--- config.mk ---
export PLATFORM = sky130hd
export DESIGN_NAME = dbfs_ctrl
export DESIGN_NICKNAME = d
export VERILOG_FILES = /design/src/design/dbfs_pkg.sv /design/src/design/dbfs_ctrl.sv
export SDC_FILE = /design/constraint.sdc
export NUM_CORES = 1
export LEC_CHECK = 0
export ABC_AREA = 0
export BUFFER_PORTS_ARGS = -buffer_cell sky130_fd_sc_hd__buf_4
export CORE_AREA = 3 3 40 42
export DETAILED_ROUTE_END_ITERATION = 8
export DIE_AREA = 0 0 43 45
export PLACE_DENSITY = 0.57
export SLEW_MARGIN = 0
export SYNTH_ARGS = -nofsm -noshare
export SYNTH_HDL_FRONTEND = slang
export SYNTH_SLANG_ARGS = --single-unit
--- constraint.sdc ---
create_clock -name clock -period 3.3 [get_ports clock]
set_input_delay 0.495 -clock clock [delete_from_list [all_inputs] [get_ports clock]]
set_output_delay 0.495 -clock clock [all_outputs]
set_load 0.01 [all_outputs]
--- src/design/dbfs_pkg.sv ---
// Shared types and constants for the deep-binding frame stack.
`timescale 1ns / 1ps

package dbfs_pkg;

   // Fixed field widths of the request and response words, and the default stack depth
   localparam int SYMBOL_BITS       = 16;
   localparam int VALUE_BITS        = 32;
   localparam int FRAME_BITS        = 9;
   localparam int STACK_ENTRIES_DEF = 256;

   typedef enum logic [1:0] {
      KIND_PUSH   = 2'd0,
      KIND_POP    = 2'd1,
      KIND_BIND   = 2'd2,
      KIND_LOOKUP = 2'd3
   } kind_type;

   typedef enum logic [1:0] {
      STATUS_OK       = 2'd0,
      STATUS_FULL     = 2'd1,
      STATUS_NO_FRAME = 2'd2
   } status_type;

   typedef struct packed {
      kind_type               kind;
      logic [SYMBOL_BITS-1:0] symbol;
      logic [VALUE_BITS-1:0]  bind_value;
   } req_word_type;

   typedef struct packed {
      logic                   found;
      logic [VALUE_BITS-1:0]  found_value;
      status_type             status;
      logic [FRAME_BITS-1:0]  frame_depth;
   } rsp_word_type;

   // Controller states
   typedef enum logic [2:0] {
      S_IDLE      = 3'd0,
      S_EXEC      = 3'd1,
      S_POP_WAIT  = 3'd2,
      S_SCAN      = 3'd3,
      S_LOOK_DONE = 3'd4
   } state_type;

   // Commands from controller to datapath
   typedef struct packed {
      logic capture;
      logic do_push;
      logic do_bind;
      logic rd_mark;
      logic do_pop;
      logic pop_fail;
      logic lookup_miss;
      logic scan_start;
      logic scan_step;
      logic scan_end;
      logic lookup_done;
   } ctrl_cmd_type;

   // Status from datapath to controller
   typedef struct packed {
      kind_type kind;
      logic     pop_bad;
      logic     lookup_skip;
      logic     scan_hit;
      logic     scan_last;
      logic     out_free;
   } dp_status_type;

endpackage

--- src/design/dbfs_ctrl.sv ---
// Controller state machine for the deep-binding frame stack.
`timescale 1ns / 1ps

module dbfs_ctrl (
   input  logic                    clock,
   input  logic                    reset,
   input  logic                    req_valid,
   output logic                    req_ready,
   input  dbfs_pkg::dp_status_type dp_status,
   output dbfs_pkg::ctrl_cmd_type  cmd
);

   dbfs_pkg::state_type state_ff;
   dbfs_pkg::state_type state_in;

   always_ff @(posedge clock) begin
      if (reset) begin
         state_ff <= dbfs_pkg::S_IDLE;
      end else begin
         state_ff <= state_in;
      end
   end

   // Next state
   always_comb begin
      state_in = state_ff;
      unique case (state_ff)
         dbfs_pkg::S_IDLE: begin
            if (req_valid) begin
               state_in = dbfs_pkg::S_EXEC;
            end
         end
         dbfs_pkg::S_EXEC: begin
            unique case (dp_status.kind)
               dbfs_pkg::KIND_PUSH, dbfs_pkg::KIND_BIND: begin
                  if (dp_status.out_free) begin
                     state_in = dbfs_pkg::S_IDLE;
                  end
               end
               dbfs_pkg::KIND_POP: begin
                  if (!dp_status.pop_bad) begin
                     state_in = dbfs_pkg::S_POP_WAIT;
                  end else if (dp_status.out_free) begin
                     state_in = dbfs_pkg::S_IDLE;
                  end
               end
               dbfs_pkg::KIND_LOOKUP: begin
                  if (!dp_status.lookup_skip) begin
                     state_in = dbfs_pkg::S_SCAN;
                  end else if (dp_status.out_free) begin
                     state_in = dbfs_pkg::S_IDLE;
                  end
               end
               default: state_in = dbfs_pkg::S_IDLE;
            endcase
         end
         dbfs_pkg::S_POP_WAIT: begin
            if (dp_status.out_free) begin
               state_in = dbfs_pkg::S_IDLE;
            end
         end
         dbfs_pkg::S_SCAN: begin
            if (dp_status.scan_hit || dp_status.scan_last) begin
               state_in = dbfs_pkg::S_LOOK_DONE;
            end
         end
         dbfs_pkg::S_LOOK_DONE: begin
            if (dp_status.out_free) begin
               state_in = dbfs_pkg::S_IDLE;
            end
         end
         default: state_in = dbfs_pkg::S_IDLE;
      endcase
   end

   // Outputs
   always_comb begin
      cmd       = '0;
      req_ready = 1'b0;
      unique case (state_ff)
         dbfs_pkg::S_IDLE: begin
            // no word is taken while reset is held
            req_ready   = !reset;
            cmd.capture = req_valid && !reset;
         end
         dbfs_pkg::S_EXEC: begin
            unique case (dp_status.kind)
               dbfs_pkg::KIND_PUSH: cmd.do_push = dp_status.out_free;
               dbfs_pkg::KIND_BIND: cmd.do_bind = dp_status.out_free;
               dbfs_pkg::KIND_POP: begin
                  if (dp_status.pop_bad) begin
                     cmd.pop_fail = dp_status.out_free;
                  end else begin
                     cmd.rd_mark = 1'b1;
                  end
               end
               dbfs_pkg::KIND_LOOKUP: begin
                  if (dp_status.lookup_skip) begin
                     cmd.lookup_miss = dp_status.out_free;
                  end else begin
                     cmd.scan_start = 1'b1;
                  end
               end
               default: cmd = '0;
            endcase
         end
         dbfs_pkg::S_POP_WAIT: cmd.do_pop = dp_status.out_free;
         dbfs_pkg::S_SCAN: begin
            if (dp_status.scan_hit || dp_status.scan_last) begin
               cmd.scan_end = 1'b1;
            end else begin
               cmd.scan_step = 1'b1;
            end
         end
         dbfs_pkg::S_LOOK_DONE: cmd.lookup_done = dp_status.out_free;
         default: cmd = '0;
      endcase
   end

endmodule

Word-level counts from Yosys, hierarchy flattened
Cells that the tools add are included.

Word-level logic and storage cells: 43. Bits in registers: 3.

Muxes and demuxes: 25. Eq/ne operators: 9. Reductions and logical operators: 8.

Operators by type and width (count): 2-to-1 mux 3 bit (7); 2-to-1 mux 1 bit (14); one-hot mux 3 bit (4 select lines) (1); one-hot mux 3 bit (3 select lines) (1); == test 3 x 2 -> 1 bit (second input constant) (2); == test 2 bit (second input constant) (2); 2-to-1 mux 2 bit (2); != test 2 bit (second input constant) (2); OR reduction 2 bit (2); == test 3 x 1 -> 1 bit (second input constant) (1); == test 3 bit (second input constant) (1); zero test 3 bit (1); == test 2 x 1 -> 1 bit (second input constant) (1); zero test 2 bit (1); AND reduction 2 bit (1); logical AND 1 bit (1); zero test 1 bit (1); logical OR 1 bit (1).

Logic depth before layout (Yosys ltp)
Gate-level depths: netlist of run 1.

Depth in word-level cells: 4. Mapped depth: 4.

Worst setup path before layout of run 1
OpenSTA, ideal clock, no wires.

Path kind: reg-to-output. Start point: reg state_ff[2]. End point: out cmd[10] (netlist bit). Cell stages (with the launch flop): 4. Setup slack: 1.645 ns. Buffers on the path: 0. Arrival time: 1.160 ns. Required time: 2.805 ns. Cells stage by stage: dfxtp_1 -> or3_1 -> nor2_1 -> and2_1.

RTL lines: start: declaration (line dbfs_ctrl.sv:13) `dbfs_pkg::state_type state_ff;`; start signal: assignment (line dbfs_ctrl.sv:18) `state_ff <= dbfs_pkg::S_IDLE;`; start signal: assignment (line dbfs_ctrl.sv:20) `state_ff <= state_in;`; end: declaration (line dbfs_ctrl.sv:10) `output dbfs_pkg::ctrl_cmd_type cmd`.

==> run summary, run 1 <==
Number of inserted diodes -> 0
Endpoint of the lowest-slack register-to-register path -> state_ff[0]$_SDFFE_PP0P_
Reg2Reg Setup Slack -> 2.08 ns
Initial antenna violation count -> 0
Top cell type by total area after synthesis -> dfxtp_1
Initial Utilization -> 21.62%
Top-area cell type share of the netlist area -> 21.62%
Worst voltage drop across the vdd grid -> 0.0001630 V
Clock tree from TritonCTS -> built
CP Depth -> 4
Final Skew -> 0.008085 ns
Via-per-instance ratio -> 4.671
Unrepaired setup endpoints after global routing -> false
Placed instance count -> 75
Layout overhead on the synthesized area -> 72.97%
Number of placement rows -> 13
Die Y -> 45 µm
Crit path arrival time -> 1.44 ns
Average wire length per cell after detail routing -> 10.77 µm
Std-Cell Core Area -> 1285 µm²
Multi-input gate area -> 210.2 µm²
Share of post-route cells with drive strength above 1 -> 42.19%
Hold path cells -> 2
Startpoint of the worst register-to-register path -> state_ff[2]$_SDFFE_PP0P_
Worst setup SP type -> register
Number of standard cells after synthesis -> 39
ANT nets after route -> 0
Clock sink total -> 3
Cts repair resizes -> 0
Wire length of the first global-routing pass -> 1359 µm
Htree depth -> 1
# setup viols final -> 0
Final critical-path share of the clock period -> 58.49%
Critical-path cell list -> nor3b_2 > nand2_1 > nor3b_1 > buf_4
Final slew viol count -> 0
Count of cells along the worst register-to-register path -> 4
Tightest slew margin relative to the limit -> 82.49%
Maximum count of clock buffers along a single path -> 2
Leftover overflow at the end of global routing -> 0
Critical-path top delay cell -> dfxtp_1
Maximum number of pins on one net before global-route repair -> 8
Net count after synthesis -> 49
Final total negative setup slack -> 0 ns
Number of flip-flops under the largest register name -> 3
Class of the tightest hold or removal check -> in -> reg
Final Wtd Congestion -> 0.7312
Filler instances -> 150
Number of endpoints with negative hold slack in the final report -> 0
Die area -> 1935 µm²
Kind of end point of the critical path -> output port
Power per cell area -> 309.9 nW/µm²
Clk pin slew, worst setup/hold paths -> 0.04 ns
Count of buffers added by post-CTS timing repair for setup -> 0
Synthesis Warnings -> 0
Hold path start -> reset
Kind of cell adding the most delay to the critical path -> simple AND/OR/NAND/NOR gates
Sequential cell area in the final layout -> 60.06 µm²
Vias in the first global route -> 343
Number of placed I/O pins -> 22
Estimated wirelength of the detail-placed design -> 661.1 µm
Total via count in the routed design -> 369
X dimension of the die -> 43 µm
Top achievable clock speed -> 518.1 MHz
Worst Path Buf+Inv -> 1
Capture endpoint of the worst hold path -> state_ff[0]$_SDFFE_PP0P_
Clock root buffer -> clkbuf_4
Number of standard cells in the layout, taps in and fillers out -> 79
Max-capacitance violation count -> 0
Number of storage elements in the synthesis netlist -> 3
Synth area leaders -> dfxtp_1 22%, nor2_1 11%, nor3_1 5.4%, nand2_1 5.4%, a211oi_2 4.5%
Detailed-routing iteration count for the pre-antenna-repair pass -> 4
Total wire length -> 851 µm
Largest regs -> state_ff (3)
Leading cell type in the layout, fill and taps excluded -> buf_4
Required time at the worst-slack endpoint -> 2.80 ns
Maximum single-stage delay on the critical path -> 0.42 ns
Critical path class -> reg -> out
Shortest clock period the worst path allows after layout -> 1.930 ns
Leakage -> 0.2176 nW
Detailed Route Iter0 Violations -> 9
Pwr Total -> 148.9 µW
Port buffer count -> 21
Global-route usage over all layers -> 9.484%
Outcome -> finished clean
Commonest non-fill, non-tap cells in the layout -> 21 x buf_4, 8 x nor2_1, 4 x nand2_1
Clock latency reported for the late side of the worst-skew pair -> 0.24 ns
Post-synth cell types -> 23
Clock buffers created by TritonCTS -> 3
Hold buffers post-CTS -> 0
Average cell area after synthesis -> 7.122 µm²
Sequential-to-total area share from yosys stat -> 21.62%
Worst slew pin tran -> 0.2612 ns
Netlist area before placement -> 277.8 µm²
Net total in the final layout -> 75
Register containing the most flip-flops in the final layout -> state_ff
Maximum fanout along the worst path -> 7
Number of DRC violations after detailed routing -> 0
## layer usage
metal | GRT usage [%] | up-vias | wire [µm]
met5 | 0 | - | 0
met4 | 3.614 | 0 | 0
met3 | 5.578 | 0 | 95
met2 | 13.17 | 19 | 355
met1 | 12.02 | 159 | 399
li1 | - | 191 | -
## report_power, final
part | total [mW] | leakage (nW) | switching [mW] | internal [mW]
combinational | 0.0403 | 0.178 | 0.0194 | 0.0210
sequential | 0.0414 | 0.0245 | 0.00304 | 0.0384
clock | 0.0672 | 0.0150 | 0.0217 | 0.0455
## area by class of cell
class | count | area share, %
inverter | 2 | 1.562
sequential | 3 | 12.50
multi-input combinational | 34 | 43.75
tap | 15 | 3.906
timing repair buffer | 21 | 32.81
clock buffer | 4 | 5.469
## logic make-up after synthesis
logic type,share of synthesized area [%]
DFF,21.62
buffers and inverters,2.704
muxes,4.054
AOI/OAI and AO/OA,19.37
and+or+nand+nor,52.26
## worst max-delay path by stage
stage | from | end | slack, ns
2_1_floorplan | state_ff[2]$_SDFFE_PP0P_ | cmd[10] | 1.65
3_3_place_gp | state_ff[0]$_SDFFE_PP0P_ | cmd[3] | 1.62
3_5_place_dp | state_ff[0]$_SDFFE_PP0P_ | cmd[3] | 1.61
4_1_cts | state_ff[0]$_SDFFE_PP0P_ | cmd[3] | 1.35
5_1_grt | state_ff[0]$_SDFFE_PP0P_ | cmd[3] | 1.19
6_report | state_ff[0]$_SDFFE_PP0P_ | cmd[3] | 1.37
## cells in the mapped netlist
library cell	number
nor4bb_1	1
nand3_1	2
nand2_1	4
nor3b_2	1
o21ai_0	1
a211oi_2	1
or3_1	1
nor3b_1	1
a211oi_1	1
nand3b_1	1
o21bai_1	1
nor3_2	1
and2_1	1
nor4b_1	1
nor3_1	3
inv_1	2
a21oi_1	1
nor2b_1	1
o32a_1	1
dfxtp_1	3
nor2_1	8
mux2_1	1
a31oi_1	1
## through the flow
step           util (%)  worst slack (ns)  area (µm²)  hold slack (ns)
2_1_floorplan         -             1.645       277.8           0.5072
5_1_grt           37.39             1.187       480.5           0.4335
3_3_place_gp      35.35             1.619       454.2           0.5428
3_5_place_dp      35.35             1.614       454.2           0.5440
6_report          37.39             1.370       480.5           0.4376
4_1_cts           37.39             1.347       480.5           0.4264
No activity file was read; power rests on OpenSTA's default activity.
==> inputs of run 2 (changes only) <==
==> constraint.sdc (replaced) <==
create_clock -name clock -period 1.8 [get_ports clock]
set_input_delay 0.27 -clock clock [delete_from_list [all_inputs] [get_ports clock]]
set_output_delay 0.27 -clock clock [all_outputs]
set_load 0.01 [all_outputs]
==> run summary, run 2 (synthesized netlist as in run 1, its figures left out) <==
Outcome -> finished clean
Register containing the most flip-flops in the final layout -> state_ff
Worst voltage drop across the vdd grid -> 0.0002855 V (+75%)
Final Wtd Congestion -> 0.7312 (unchanged)
ANT nets after route -> 0 (unchanged)
X dimension of the die -> 43 µm (unchanged)
Clk pin slew, worst setup/hold paths -> 0.04 ns (about the same)
Htree depth -> 1 (unchanged)
Clock buffers created by TritonCTS -> 3 (unchanged)
Final cell area excluding filler cells -> 488.0 µm² (+1.6%)
Critical path class -> reg -> out
Max-capacitance violation count -> 0 (unchanged)
Final critical-path share of the clock period -> 93.89%
Required time at the worst-slack endpoint -> 1.53 ns (-1.27 ns)
Die Y -> 45 µm (unchanged)
Number of placement rows -> 13 (unchanged)
Die area -> 1935 µm² (unchanged)
Global-route usage over all layers -> 8.985% (-0.50 points)
Unrepaired setup endpoints after global routing -> false
Std-Cell Core Area -> 1285 µm² (unchanged)
Number of placed I/O pins -> 22 (unchanged)
Detailed-routing iteration count for the pre-antenna-repair pass -> 4 (unchanged)
Number of inserted diodes -> 0 (unchanged)
Clock latency reported for the late side of the worst-skew pair -> 0.23 ns (about the same)
# setup viols final -> 0 (unchanged)
Final Skew -> 0.004368 ns (-0.003718 ns)
Number of DRC violations after detailed routing -> 0 (unchanged)
Kind of end point of the critical path -> output port
DP Area -> 454.2 µm² (unchanged)
Number of endpoints with negative hold slack in the final report -> 0 (unchanged)
Shortest clock period the worst path allows after layout -> 1.690 ns
Estimated wirelength of the detail-placed design -> 665.6 µm (+0.68%)
Net total in the final layout -> 75 (unchanged)
Tightest slew margin relative to the limit -> 81.04% (-1.5 points)
Vias in the first global route -> 346 (+0.87%)
Wire length of the first global-routing pass -> 1331 µm (-2.1%)
Detailed Route Iter0 Violations -> 5 (-4)
Class of the tightest hold or removal check -> in -> reg
Total via count in the routed design -> 368 (-0.27%)
Leftover overflow at the end of global routing -> 0 (unchanged)
Initial Utilization -> 21.62% (unchanged)
Hold buffers post-CTS -> 0 (unchanged)
Commonest non-fill, non-tap cells in the layout -> 21 x buf_4, 8 x nor2_1, 4 x nand2_1
Leading cell type in the layout, fill and taps excluded -> buf_4
Total wire length -> 826 µm (-2.9%)
Clock sink total -> 3 (unchanged)
Average wire length per cell after detail routing -> 10.46 µm (-2.9%)
Leakage -> 0.2168 nW (-0.33%)
Initial antenna violation count -> 0 (unchanged)
Maximum count of clock buffers along a single path -> 2 (unchanged)
Worst setup SP type -> register
Number of flip-flops under the largest register name -> 3 (unchanged)
Clock root buffer -> clkbuf_4
Layout overhead on the synthesized area -> 75.68%
Top achievable clock speed -> 591.7 MHz
Via-per-instance ratio -> 4.658 (-0.27%)
Final total negative setup slack -> 0 ns (unchanged)
Share of post-route cells with drive strength above 1 -> 43.75% (+1.6 points)
Crit path arrival time -> 1.42 ns (-0.02 ns)
Port buffer count -> 21 (unchanged)
Final slew viol count -> 0 (unchanged)
Maximum number of pins on one net before global-route repair -> 8 (unchanged)
Clock tree from TritonCTS -> built
Maximum fanout along the worst path -> 7 (unchanged)
Power per cell area -> 559.9 nW/µm² (+81%)
Largest regs -> state_ff (3)
Worst slew pin tran -> 0.2804 ns (+0.01922 ns)
Pwr Total -> 273.2 µW (+83%)
run 2: path summary, 6_finish.rpt:
check	start	to	slack [ns]	depth (start not counted)
worst min register to register	state_ff[2]$_SDFFE_PP0P_	state_ff[2]$_SDFFE_PP0P_	0.58	2
worst max-delay path	state_ff[2]$_SDFFE_PP0P_	cmd[10]	0.11	4
worst max register to register	state_ff[2]$_SDFFE_PP0P_	state_ff[0]$_SDFFE_PP0P_	0.56	4
worst min-delay path	reset	state_ff[0]$_SDFFE_PP0P_	0.21	2
run 2: through the flow:
stage               worst slack [ns]  instances  hold slack, ns  utilization, %
finish                        0.1099         79          0.2126           37.97
global route                 0.02475         79          0.2097           37.97
CTS                          0.08678         79          0.2087           37.39
detailed placement            0.3474         75          0.4641           35.35
global placement              0.3440         75          0.4635           35.35
floorplan                     0.3705         39          0.3346               -
run 2: metal layers:
| layer | GRT usage, % | part of all wire, % | routed length [µm] | vias up |
|---|---|---|---|---|
| li1 | - | - | - | 192 |
| met1 | 11.54 | 47 | 392 | 159 |
| met2 | 13.17 | 42 | 345 | 17 |
| met3 | 1.594 | 11 | 89 | 0 |
| met4 | 7.229 | 0 | 0 | 0 |
| met5 | 0 | 0 | 0 | - |
run 2: final cells by class:
type | instances | area, µm²
Fill cell | 152 | 797.0
Multi-Input combinational cell | 34 | 216.5
Timing Repair Buffer | 21 | 157.7
Sequential cell | 3 | 61.31
Clock buffer | 4 | 26.28
Tap cell | 15 | 18.77
Inverter | 2 | 7.507
run 2: timing repair:
action                     in CTS  in global routing
setup buffers                   0                  0
setup endpoints to repair       0                  3
gates resized for setup         0                  2
run 2: worst max-delay path: stages (launching register included):
cell	delay (ns)
dfxtp_1	0.37
or3_1	0.44
nor2_1	0.14
and2_1	0.13
buf_4	0.11
run 2: power by group:
part / total [mW] / internal [mW] / switching, mW
clock: 0.121 / 0.0833 / 0.0373
sequential: 0.0766 / 0.0710 / 0.00564
combinational: 0.0761 / 0.0406 / 0.0354
total: 0.273 / 0.195 / 0.0784
